`src/sv/eng_pkg.sv`:
```
package eng_pkg;

   // item codes
   localparam logic OP_TICK  = 1'b0;
   localparam logic OP_LATCH = 1'b1;

   localparam int RATE_W  = 18;
   localparam int COUNT_W = 19;
   localparam int ACC_W   = 21;
   localparam int LFSR_W  = 15;

   localparam int TICK_DECREMENT = 12000;
   localparam logic [ACC_W-1:0] NEG_DECREMENT = ACC_W'(-TICK_DECREMENT);

   localparam int TAP_HI  = 14;
   localparam int TAP_MID = 6;

   // ripple counter reload values picked by the pitch bits
   localparam logic [3:0] RELOAD_BASE = 4'd4;
   localparam logic [3:0] RELOAD_B6   = 4'd10;
   localparam logic [3:0] RELOAD_B7   = 4'd9;

   localparam logic [1:0] MAX_STEPS = 2'd2;

   typedef logic [ACC_W-1:0] acc_type;

   // resistor ladder levels (47k / 22k / 5k6 network), full scale 32766
   function automatic logic [15:0] eng_ladder(input logic [3:0] vol);
      logic [15:0] lvl;
      unique case (vol)
         4'd0:    lvl = 16'd0;
         4'd1:    lvl = 16'd2121;
         4'd2:    lvl = 16'd4532;
         4'd3:    lvl = 16'd6653;
         4'd4:    lvl = 16'd8308;
         4'd5:    lvl = 16'd10430;
         4'd6:    lvl = 16'd12840;
         4'd7:    lvl = 16'd14962;
         4'd8:    lvl = 16'd17804;
         4'd9:    lvl = 16'd19926;
         4'd10:   lvl = 16'd22336;
         4'd11:   lvl = 16'd24458;
         4'd12:   lvl = 16'd26113;
         4'd13:   lvl = 16'd28234;
         4'd14:   lvl = 16'd30645;
         default: lvl = 16'd32766;
      endcase
      return lvl;
   endfunction

endpackage

```
`src/sv/explosion_noise_generator_unit.sv`:
```
// explosion noise voice
// req channel: one item per handshake; req_opcode selects a sample tick or a latch
//   write (req_latch_data: bits 5..2 volume, bits 7..6 pitch)
// a latch write gives no result and leaves req_ready high
// a tick walks a small sequencer around one shared 21-bit adder: ST_SUB takes
//   12000 off the rate counter, then ST_STEP runs up to two reload steps (each adds
//   csr_sample_rate and clocks the lfsr and ripple counter) and then sees the loop
//   end, and ST_DONE loads the result
// one tick at a time: a new request is not taken until the last tick's result has
//   been loaded, as req_ready is low while the adder loop runs
// rsp channel: a registered output stage; a stalled rsp_ready holds rsp_sample and
//   keeps the sequencer waiting in its final state, req_ready stays low meanwhile
// csr channel: csr_ready is always high, write only while the block is idle
// reset (synchronous, active high): sample rate 48000, divider, lfsr, ripple counter,
//   noise bit and latch cleared, no result pending
module explosion_noise_generator_unit
   import eng_pkg::*;
(
   input  logic                clock,
   input  logic                reset,
   input  logic                req_valid,
   output logic                req_ready,
   input  logic                req_opcode,
   input  logic [7:0]          req_latch_data,
   output logic                rsp_valid,
   input  logic                rsp_ready,
   output logic signed [15:0]  rsp_sample,
   input  logic                csr_valid,
   output logic                csr_ready,
   input  logic [RATE_W-1:0]   csr_sample_rate
);

   // sequencer codes
   localparam logic [1:0] ST_IDLE = 2'd0;
   localparam logic [1:0] ST_SUB  = 2'd1;
   localparam logic [1:0] ST_STEP = 2'd2;
   localparam logic [1:0] ST_DONE = 2'd3;

   logic [1:0]         state_ff, state_in;
   logic [RATE_W-1:0]  rate_ff, rate_in;
   logic [COUNT_W-1:0] counter_ff, counter_in;
   acc_type            acc_ff, acc_in;
   logic [1:0]         steps_ff, steps_in;
   logic [LFSR_W-1:0]  lfsr_ff, lfsr_in;
   logic [3:0]         ripple_ff, ripple_in;
   logic               noise_ff, noise_in;
   logic [7:0]         latch_ff, latch_in;
   logic               rsp_valid_ff, rsp_valid_in;
   logic [15:0]        rsp_sample_ff, rsp_sample_in;

   // shared adder
   acc_type add_a, add_b, add_sum;
   logic    acc_le_zero;
   logic    do_step;

   // next lfsr / ripple values for one reload step
   logic [LFSR_W-1:0] lfsr_step;
   logic [3:0]        ripple_inc, ripple_step, ripple_reload;

   logic [15:0] level;

   assign req_ready = (state_ff == ST_IDLE);
   assign csr_ready = 1'b1;
   assign rsp_valid = rsp_valid_ff;
   assign rsp_sample = rsp_sample_ff;

   always_comb begin
      if (state_ff == ST_SUB) begin
         add_a = {{(ACC_W-COUNT_W){counter_ff[COUNT_W-1]}}, counter_ff};
         add_b = NEG_DECREMENT;
      end else begin
         add_a = acc_ff;
         add_b = {{(ACC_W-RATE_W){1'b0}}, rate_ff};
      end
      add_sum = add_a + add_b;
   end

   assign acc_le_zero = acc_ff[ACC_W-1] || (acc_ff == '0);
   assign do_step = acc_le_zero && (steps_ff != MAX_STEPS);

   // lfsr shifts left, feedback is xnor of the two taps
   assign lfsr_step = {lfsr_ff[LFSR_W-2:0], (lfsr_ff[TAP_HI] == lfsr_ff[TAP_MID])};

   always_comb begin
      ripple_reload = latch_ff[6] ? RELOAD_B6 : RELOAD_BASE;
      if (latch_ff[7]) begin
         ripple_reload = ripple_reload | RELOAD_B7;
      end
      ripple_inc = ripple_ff + 4'd1;
      ripple_step = (ripple_inc == 4'd0) ? ripple_reload : ripple_inc;
   end

   // output level, negated when the noise bit is low; volume 0 gives 0 either way
   assign level = eng_ladder(latch_ff[5:2]);

   always_comb begin
      state_in      = state_ff;
      rate_in       = rate_ff;
      counter_in    = counter_ff;
      acc_in        = acc_ff;
      steps_in      = steps_ff;
      lfsr_in       = lfsr_ff;
      ripple_in     = ripple_ff;
      noise_in      = noise_ff;
      latch_in      = latch_ff;
      rsp_valid_in  = rsp_valid_ff && !rsp_ready;
      rsp_sample_in = rsp_sample_ff;

      if (csr_valid) begin
         rate_in = csr_sample_rate;
      end

      unique case (state_ff)
         ST_IDLE: begin
            if (req_valid) begin
               if (req_opcode == OP_LATCH) begin
                  latch_in = req_latch_data;
               end else begin
                  state_in = ST_SUB;
               end
            end
         end
         ST_SUB: begin
            acc_in   = add_sum;
            steps_in = 2'd0;
            state_in = ST_STEP;
         end
         ST_STEP: begin
            if (do_step) begin
               acc_in    = add_sum;
               steps_in  = steps_ff + 2'd1;
               lfsr_in   = lfsr_step;
               ripple_in = ripple_step;
               if (ripple_step == 4'hF) begin
                  noise_in = lfsr_step[0];
               end
            end else begin
               // wrap into the 19-bit counter
               counter_in = acc_ff[COUNT_W-1:0];
               state_in   = ST_DONE;
            end
         end
         ST_DONE: begin
            if (!rsp_valid_ff || rsp_ready) begin
               rsp_valid_in  = 1'b1;
               rsp_sample_in = noise_ff ? level : (~level + 16'd1);
               state_in      = ST_IDLE;
            end
         end
         default: begin
            state_in = ST_IDLE;
         end
      endcase
   end

   always_ff @(posedge clock) begin
      if (reset) begin
         state_ff     <= ST_IDLE;
         rate_ff      <= RATE_W'(48000);
         counter_ff   <= '0;
         steps_ff     <= '0;
         lfsr_ff      <= '0;
         ripple_ff    <= '0;
         noise_ff     <= 1'b0;
         latch_ff     <= '0;
         rsp_valid_ff <= 1'b0;
      end else begin
         state_ff     <= state_in;
         rate_ff      <= rate_in;
         counter_ff   <= counter_in;
         steps_ff     <= steps_in;
         lfsr_ff      <= lfsr_in;
         ripple_ff    <= ripple_in;
         noise_ff     <= noise_in;
         latch_ff     <= latch_in;
         rsp_valid_ff <= rsp_valid_in;
      end
   end

   // working registers, no reset needed
   always_ff @(posedge clock) begin
      acc_ff        <= acc_in;
      rsp_sample_ff <= rsp_sample_in;
   end

endmodule

```
`config.mk`:
```
export PLATFORM = sky130hd
export DESIGN_NAME = explosion_noise_generator_unit
export DESIGN_NICKNAME = d
export VERILOG_FILES = /design/src/sv/eng_pkg.sv /design/src/sv/explosion_noise_generator_unit.sv
export SDC_FILE = /design/constraint.sdc
export NUM_CORES = 1
export LEC_CHECK = 0
export ABC_AREA = 1
export BUFFER_PORTS_ARGS = -buffer_cell sky130_fd_sc_hd__buf_2
export CAP_MARGIN = 20
export CORE_MARGIN = 2
export CORE_UTILIZATION = 50
export CTS_CLUSTER_DIAMETER = 50
export DETAILED_ROUTE_END_ITERATION = 6
export PLACE_DENSITY = 0.69
export REMOVE_ABC_BUFFERS = 1
export SETUP_SLACK_MARGIN = 0.5
export SLEW_MARGIN = 0
export SYNTH_ARGS = -nofsm -noshare
export SYNTH_HDL_FRONTEND = slang
export SYNTH_SLANG_ARGS = --single-unit
export TNS_END_PERCENT = 5
```
`constraint.sdc`:
```
create_clock -name clock -period 3.9 [get_ports clock]
set_input_delay 0.585 -clock clock [delete_from_list [all_inputs] [get_ports clock]]
set_output_delay 0.585 -clock clock [all_outputs]
set_load 0.005 [all_outputs]
```
**After elaboration in Yosys (flattened, before gate mapping)**

Memories as Yosys holds them, arrays and structs flattened. A register that Yosys moved wholly into a read port is not among the register bits.
Index checks and enable logic that the tools add are counted.

- Output and inout bits: 19
- Word-level logic and storage cells: 65
- Register bits: 107
- Bits in read-only memories: 240
- Memories: 1
- Bits of input ports: 32

- $add $sub $neg: 4
- Bitwise gates (word level): 2
- Equality and inequality tests: 11
- Reductions and logical operators: 17
- Multiplexer cells: 19

Memories:

| memory | depth | width | read ports | clocked after Yosys merged registers in | write ports | line | source |
|---|---|---|---|---|---|---|---|
| (no name shown) | 16 | 15 | 1 | 1 | 0 | eng_pkg.sv:30 | `unique case (vol)` |

Operators by type and width:

| cell | number |
|---|---|
| 21-bit two-way mux | 3 |
| 21-bit one-hot mux with 2 select lines | 1 |
| 21-bit adder | 1 |
| 21-bit zero test | 1 |
| 4-bit two-way mux | 5 |
| 16-bit by 1-bit adder with 16-bit output (second input constant) | 1 |
| 16-bit two-way mux | 1 |
| 16-bit inverter | 1 |
| 2-bit != test (second input constant) | 6 |
| 2-bit two-way mux | 5 |
| 2-bit one-hot mux with 4 select lines | 1 |
| 2-bit AND reduction | 4 |
| 3-bit AND reduction | 2 |
| 4-bit by 1-bit adder with 4-bit output (second input constant) | 1 |
| 2-bit equality test (second input constant) | 2 |
| 4-bit equality test (second input constant) | 1 |
| 4-bit zero test | 1 |
| 2-bit one-hot mux with 2 select lines | 1 |
| 4-bit AND reduction | 1 |
| 2-bit by 1-bit adder with 2-bit output (second input constant) | 1 |
| 2-bit by 1-bit equality test with 1-bit output (second input constant) | 1 |
| 1-bit logical AND | 2 |
| 1-bit zero test | 2 |
| 2-bit zero test | 1 |
| other kinds (5) | 7 |

**Depth between registers and ports, before layout**

Gate-level depths: netlist (run 1).

- Word-level depth: 5
- Mapped depth: 18
- Gate-level depth less buffers: 17

**Worst setup path before layout (run 1)**

OpenSTA, ideal clock, no wires.

- Path kind: register to register
- Start: register state_ff[1]
- End: register acc_ff[18], data pin
- Path buffers: 2
- Stages on the path, launching flop included: 19
- Setup time: 252 ps
- Clock period less this slack: 2638 ps
- Data required time: 3648 ps
- Path slack: 1262 ps
- Arrival: 2386 ps
- Cell sequence: dfxtp_1 > inv_1 > ha_1 > buf_4 > clkbuf_1 > nand2_1 > nand2_1 > ha_1 > fa_1 > nand3_1 > nand2_1 > nand4_1 > nand3_1 > nand2_1 > nand2_1 > nand2_1 > nand2_1 > nand2_1 > nand2_1

- Longest elaborated chain between the ends: 5
- Elaborated cells between the ends (all ways): 7
- Classes of those cells: add/sub: 1; eq/ne: 2; mux: 4

RTL lines:

| element | line | source |
|---|---|---|
| start, declared | explosion_noise_generator_unit.sv:39 | `logic [1:0] state_ff, state_in;` |
| start signal, assigned | explosion_noise_generator_unit.sv:168 | `state_ff <= state_in;` |
| 2-bit by 1-bit equality test with 1-bit output | explosion_noise_generator_unit.sv:68, explosion_noise_generator_unit.sv:113 |  |
| 21-bit two-way mux | explosion_noise_generator_unit.sv:68 | `if (state_ff == ST_SUB) begin` |
| 21-bit adder | explosion_noise_generator_unit.sv:75 | `add_sum = add_a + add_b;` |
| 21-bit two-way mux | explosion_noise_generator_unit.sv:129 | `if (do_step) begin` |
| 21-bit one-hot mux with 2 select lines (*) | explosion_noise_generator_unit.sv:113 | `unique case (state_ff)` |
| named net acc_in[18] | explosion_noise_generator_unit.sv:42 | `acc_type acc_ff, acc_in;` |
| end signal, assigned | explosion_noise_generator_unit.sv:182 | `acc_ff <= acc_in;` |
| end, declared | explosion_noise_generator_unit.sv:42 |  |

The timed path passes the listed nets; every way through them passes the cells marked *. The select of a mux whose other input is x is not followed.
A chain may end at the register's enable or synchronous reset.

**Final worst setup path (run 1)**

Ends and elaborated chain as after synthesis.

==> results of run 1 <==
[per-layer routing]
layer | share of wire | vias up | global-route usage
li1 | - | 2634 | -
met3 | 0.042 | 24 | 0.05207
met4 | 0.020 | 0 | 0.09024
met1 | 0.47 | 2252 | 0.2454
met5 | 0 | - | 0
met2 | 0.47 | 107 | 0.3310
[registers in the layout, indices dropped and copies added (netlist names)]
name,cells
ripple_ff,4
steps_ff,2
acc_ff,21
latch_ff,6
level,14
rate_ff,18
rsp_valid,1
noise_ff,1
lfsr_ff,15
state_ff,2
rsp_sample,16
counter_ff,19
[synth_stat cells, types with 2 or more instances]
cell	number	area, sq um
a21o_1	2	15.01
a21oi_1	57	285.3
a31oi_1	5	31.28
buf_2	4	20.02
buf_4	4	30.03
buf_6	2	22.52
clkbuf_1	14	52.55
dfxtp_1	82	1642
edfxtp_1	37	1111
ha_1	32	400.4
inv_1	67	251.5
inv_2	7	26.28
nand2_1	187	701.9
nand2_2	2	12.51
nand3_1	31	155.2
nand3b_1	2	15.01
nand4_1	3	18.77
nor2_1	114	427.9
nor2_2	3	18.77
nor3_1	5	25.02
o21a_1	3	22.52
o21ai_0	54	270.3
o21ai_1	17	85.08
or2_2	9	56.30
xnor2_1	7	61.31
xor2_1	19	166.4
[layout by cell type (no fill, tap or decap), types with 3 or more instances in the layout]
| master | Yosys | layout |
|---|---|---|
| clkinvlp_4 | 0 | 4 |
| nor3_1 | 5 | 5 |
| dfxtp_1 | 82 | 82 |
| nor2_1 | 114 | 114 |
| clkinv_1 | 0 | 3 |
| or2_2 | 9 | 9 |
| nor2_2 | 3 | 3 |
| a31oi_1 | 5 | 5 |
| inv_1 | 67 | 67 |
| nand2_1 | 187 | 187 |
| buf_2 | 4 | 47 |
| clkbuf_16 | 0 | 17 |
| a21oi_1 | 57 | 57 |
| o21a_1 | 3 | 3 |
| o21ai_0 | 54 | 54 |
| o21ai_1 | 17 | 17 |
| xor2_1 | 19 | 19 |
| ha_1 | 32 | 31 |
| xnor2_1 | 7 | 7 |
| buf_4 | 4 | 4 |
| nand3_1 | 31 | 31 |
| inv_2 | 7 | 7 |
| edfxtp_1 | 37 | 37 |
| nand4_1 | 3 | 3 |
[power breakdown]
part | internal (mW) | leakage [nW] | switching [mW]
combinational | 0.847 | 1.83 | 1.55
sequential | 1.75 | 1.01 | 0.166
clock | 0.951 | 0.265 | 0.548
total | 3.54 | 3.11 | 2.26
[kinds of logic after synthesis]
group / Yosys count
AOI/OAI and AO/OA: 142
xor gates and xnor gates: 26
adders and majority gates: 33
buffers and inverters: 100
DFF: 119
other: 1
and+or+nand+nor: 361
[path summary, 6_finish.rpt]
path,from,endpoint,depth (start not counted)
min reg2reg,level[0],rsp_sample[0],0
min,csr_sample_rate[15],rate_ff[15],3
max reg2reg,state_ff[1],acc_ff[18],17
max,state_ff[1],acc_ff[18],17
[stage by stage]
step                      instances  hold WS [ps]    util  setup WS, ps
final                           987         379.6  0.5826         886.2
after global routing            987         373.8  0.5826         631.2
after CTS                       987         365.7  0.5824         680.4
after detailed placement        955         414.8  0.5341         699.9
after global placement          955         421.1  0.5341         780.0
after floorplan                 757         408.2       -         747.2
[worst max-delay path: stages (launching register included)]
cell	delay, ps
dfxtp_1	330
inv_1	110
ha_2	390
inv_2	220
nand2_1	100
nand2_1	50
ha_1	260
fa_1	420
nand3_1	100
nand2_1	100
nand4_1	100
nand3_1	130
nand2_1	90
nand2_1	90
nand2_1	100
nand2_1	60
nand2_1	60
nand2_1	50
[layout make-up]
cell class | instances | area share
tap | 147 | 0.02651
timing repair buffer | 51 | 0.03823
clock buffer | 20 | 0.06437
inverter | 75 | 0.04093
clock inverter | 12 | 0.01839
sequential | 119 | 0.3967
multi-input combinational | 563 | 0.4149
==> metrics.txt, run 1 <==
status finished, final reports clean; CTS root buffer clkbuf_16; setup tns final 0 ps; Seq cells post-synth 119; post-synthesis mux area share 0; Worst slew margin 0.4165; worst-margin pin slew roughly 870 ps; first-pass GRT wire length roughly 21 mm; CP endpoint kind flip-flop; clock buffer depth 2; drt first pass iters 5; number of port buffers 47; Die Wd between 100 and 150 microns; DIE AREA roughly 0.013 sq mm; number of global-route vias before repair 4621; antenna violations before repair 0; Hold Crit Class input pin to flip-flop; CTS buffer count 17; cts repair resizes 0; Final min period 3014 ps; multi-input logic area 0.002879 sq mm; initial core utilization 0.5082; Post-synth EDFFs 37; dpl cell area approximately 0.0064 sq mm; unrepaired setup endpoints after global routing no; # hold bufs at CTS 0; share of post-route cells with drive strength above 1 0.1262; maximum VDD drop just under 400 uV; Post-DRT Antenna Nets 0; post-synthesis compound-gate area fraction 0.1226; H-tree depth 4; GPL Wtd Cong 0.8398; largest family of logic cells by synthesized area simple AND/OR/NAND/NOR gates; core area ~0.012 sq mm; worst skew pair latency roughly 420 ps; highest clock rate approximately 330 MHz; row count 40; largest net degree at the start of global routing between 40 and 50; Antenna diodes 0; worst-path fanout max 17; total I/O pin count 51; TritonCTS clock tree done; XOR/XNOR share of the synthesized area 0.03762; adder-cell share of the synthesized area 0.06945; Slew Limit Fails 0; async set-or-reset flop fraction in the synthesized netlist 0; CP required 4070 ps; Maximum Capacitance Violations 0; yosys warns 0; post-detailed-route wirelength per cell ~12 microns; gr usage total 0.2000; Cell variety after synth 39; DRC Markers 0; clock-pin slew on the worst setup and hold paths roughly 50 ps; postcts setup bufs 0; Mapped Cells about 780; Mapped Area just over 0.006 sq mm; crit path DAT about 3200 ps; ys flop type dfxtp_1; height of the die around 110 microns; Synth Area per Inst a little under 8 sq um; CTS Sinks 119; fillcell total roughly 1100; power per cell area between 800 and 900 mW/mm^2; Static Leakage around 3.1 nW; post-route clock skew 6.958 ps; vias per inst about 5.1; CP startpoint kind flip-flop; DP HPWL between 8 and 9 mm; R2R Setup Slk slightly below 900 ps; nets approximately 900; DRT Wirelength ~12 mm; sequential area share after synthesis 0.4547; Worst Setup Path Type flip-flop to flip-flop; 1st-iter DRT viols between 200 and 300; final hold viol count 0; Overall Power 5.804 mW; final worst-path cycle share 0.7728; GRT overflow 0; Area Overhead vs Synth 14.63%; Reg area between 0.002 and 0.003 sq mm; post-synthesis simple-gate area fraction 0.2449; setup violators final 0; post-route cell area between 0.006 and 0.007 sq mm; via count 5017
(Power assumes the default switching activity.)
==> run 2: changes to the inputs <==
- ABC_AREA: 1 -> 0
- PLACE_DENSITY: 0.69 -> 0.71
- clock period: 3.9 -> 2.4 ns (I/O delays scaled with it)
==> run 2 against run 1 <==
Against the previous run:
- utilization grew 11 points
- maximum frequency grew 5.8%
- critical endpoint is now acc_ff[16]
- sequential power grew 59%
- the flow now finishes with violations (negative setup slack)
- total power grew 100%
- combinational power grew 150%
- final area grew 20%
- largest cell class unchanged
- die area grew 1.4%
- critical path depth shrank 4
- final cell count shrank 9.1%
- via count shrank 3.1%
- worst setup slack lost 1300 ps
==> metrics.txt, run 2 <==
Antenna diodes 0 (unchanged); commonest cells after routing, fill and taps aside nor2_1, dfxtp_1, buf_4; CP startpoint kind flip-flop; drt first pass iters 4 (-1); highest clock rate 351.0 MHz (+5.8%); Seq cells post-synth 119 (unchanged); post-route clock skew 7.938 ps (+0.9805 ps); DP HPWL 8.993 mm (+0.52%); DRC Markers 0 (unchanged); DIE AREA 0.01318 sq mm (+1.4%); clock-pin slew on the worst setup and hold paths 50 ps (about the same); CP required 2560 ps (-1510 ps); nets 802 (-10%); vias per inst 5.421 (+6.7%); sequential area share after synthesis 0.4484 (-0.006303); Maximum Capacitance Violations 0 (unchanged); DP Cell Count 860 (-9.9%); GRT met3 Usage 0.07169 (+0.01962); GPL Wtd Cong 0.8412 (+0.17%); Final min period 2849 ps (-164.4 ps); Post-synth EDFFs 37 (unchanged); non-filler cells in the finished layout 897 (-9.1%); failing checks negative setup slack; antenna violations before repair 0 (unchanged); setup ws final -449.4 ps (-1336 ps); GRT overflow 0 (unchanged); unrepaired setup endpoints after global routing yes; async set-or-reset flop fraction in the synthesized netlist 0 (unchanged); clock buffer depth 2 (unchanged); CTS Sinks 119 (unchanged); largest net degree at the start of global routing 69 (+50%); setup violators final 14 (+14); crit path DAT 3010 ps (-180 ps); most frequent cells after synthesis dfxtp_1, nor2_1, mux2i_1, edfxtp_1, ha_1; H-tree depth 4 (unchanged); maximum VDD drop 864.5 uV (+120%); worst-margin pin slew 742.6 ps (-130.4 ps); GRT Max-Usage Layer met2; gr usage total 0.2160 (+0.01600); fillcell total 872 (-19%); Overall Power 11.59 mW (+100%); GRT met2 Usage 0.3688 (+0.03788); height of the die 114.8 microns (+0.68%); row count 40 (unchanged); Worst Setup Path Type flip-flop to flip-flop; CP endpoint kind flip-flop; post-detailed-route wirelength per cell 15.04 microns (+23%); Cell variety after synth 66 (+69%); Worst slew margin 0.5049 (+0.08836); DRT Wirelength 13.49 mm (+11%); final worst-path cycle share 1.187 (+0.4145); Top reg by flops acc_ff; met1 usage 0.2577 (+0.01229); max reg flops 21 (unchanged); final hold viol count 0 (unchanged); number of port buffers 47 (unchanged); total I/O pin count 51 (unchanged); TritonCTS clock tree done; multi-input logic area 0.003682 sq mm (+28%); ys flop type dfxtp_1; Layout Utilization 0.6940 (+0.1114); initial core utilization 0.5110 (+0.002848); Area contributors post-synth dfxtp_1, edfxtp_1, mux2i_1; via count 4863 (-3.1%); first-pass GRT wire length 22.25 mm (+7.9%); Reg area 0.002755 sq mm (about the same); Slew Limit Fails 0 (unchanged); Post-DRT Antenna Nets 0 (unchanged); worst-path fanout max 13 (-4); Top Registers acc_ff (21), counter_ff (19), rate_ff (18); CTS buffer count 17 (unchanged); status finished with violations; worst skew pair latency 420 ps (about the same); Synth Area per Inst 10.08 sq um (+30%); yosys warns 0 (unchanged); Static Leakage 3.610 nW (+16%); Area Overhead vs Synth 35.79%; Hold Crit Class input pin to flip-flop; Mapped Cells 609 (-22%); 1st-iter DRT viols 338 (+18%); post-synth top area cell dfxtp_1; Die Wd 114.8 microns (+0.68%); # hold bufs at CTS 0 (unchanged); pre-CTS WS -608.2 ps (-1308 ps); share of post-route cells with drive strength above 1 0.3613 (+0.2351); power per cell area 1391 mW/mm^2 (+66%); number of global-route vias before repair 4792 (+3.7%); Mapped Area 0.006138 sq mm (+1.4%); area share of the leading cell type in the synthesized netlist 0.2674 (-0.003759); setup tns final -3861 ps (-3861 ps); core area 0.01201 sq mm (+0.84%); CTS root buffer clkbuf_16
==> run 2: cell count changes after synthesis, sizes merged, moves of 5 or more <==
cell,previous run,this run
inv,75,19
mux2i,0,54
a21o,2,10
nand2,190,29
nor2,117,83
nor4,1,6
nand3,33,10
nor3,5,13
mux2,0,21
a21oi,58,31
o21ai,72,23
a211o,0,9
nor2b,0,23
==> run 2: kinds of logic after synthesis <==
logic type               share of synthesized area
AO/OA/AOI/OAI                               0.1252
XOR/XNOR                                   0.03995
adder cells (fa/ha/maj)                    0.07012
buffers and inverters                      0.03078
flip-flops                                  0.4484
multiplexers                                0.1266
other                                    0.0006109
AND/OR/NAND/NOR                             0.1584
==> run 2: worst paths after layout <==
kind | start | slack [ps] | endpoint | cells past startpoint
worst min-delay path | csr_sample_rate[9] | 150 | rate_ff[9] | 2
worst max register to register | state_ff[1] | -450 | acc_ff[16] | 13
worst min register to register | rate_ff[17] | 490 | rate_ff[17] | 2
worst max-delay path | state_ff[1] | -450 | acc_ff[16] | 13
==> run 2: where the power goes <==
group          internal (mW)  leakage [nW]  switching [mW]
sequential              2.74          1.01           0.285
clock                   1.74         0.313           0.868
combinational           3.05          2.29            2.91
==> run 2: layout make-up <==
cell class / instances / area share
Timing Repair Buffer: 135 / 0.1202
Multi-Input combinational cell: 445 / 0.4418
Inverter: 19 / 0.009156
Tap cell: 147 / 0.02207
Clock buffer: 30 / 0.07445
Sequential cell: 119 / 0.3305
Clock inverter: 2 / 0.001801
==> run 2: timing repair <==
action                     in CTS  in global routing
hold endpoints to repair        0                  0
gates resized for setup        75                 44
cloned                          0                  0
setup endpoints to repair      93                 99
pin swaps                      29                 30
buffers inserted                2                  3
==> run 2: critical path, cell delays in order (launching register included) <==
cell and delay, ps:
dfxtp_2 320, inv_2 70, ha_4 170, buf_8 170, mux2_2 380, ha_4 290
o21a_1 180, and4_4 270, a21oi_4 60, o211ai_1 200, buf_4 140, buf_6 100
and4_1 200, a211oi_2 40
==> run 2: stage by stage <==
| stage | instance area [sq um] | hold WS [ps] |
|---|---|---|
| 2_1_floorplan | 6021 | 429.1 |
| 3_3_place_gp | 7104 | 463.5 |
| 3_5_place_dp | 7104 | 479.8 |
| 4_1_cts | 8087 | 133.0 |
| 5_1_grt | 8335 | 137.1 |
| 6_report | 8335 | 147.5 |
==> run 2: layer usage <==
metal	vias to the layer above	part of all wire
li1	2440	-
met3	13	0.043
met1	2301	0.44
met5	-	0
met4	0	0.012
met2	109	0.50
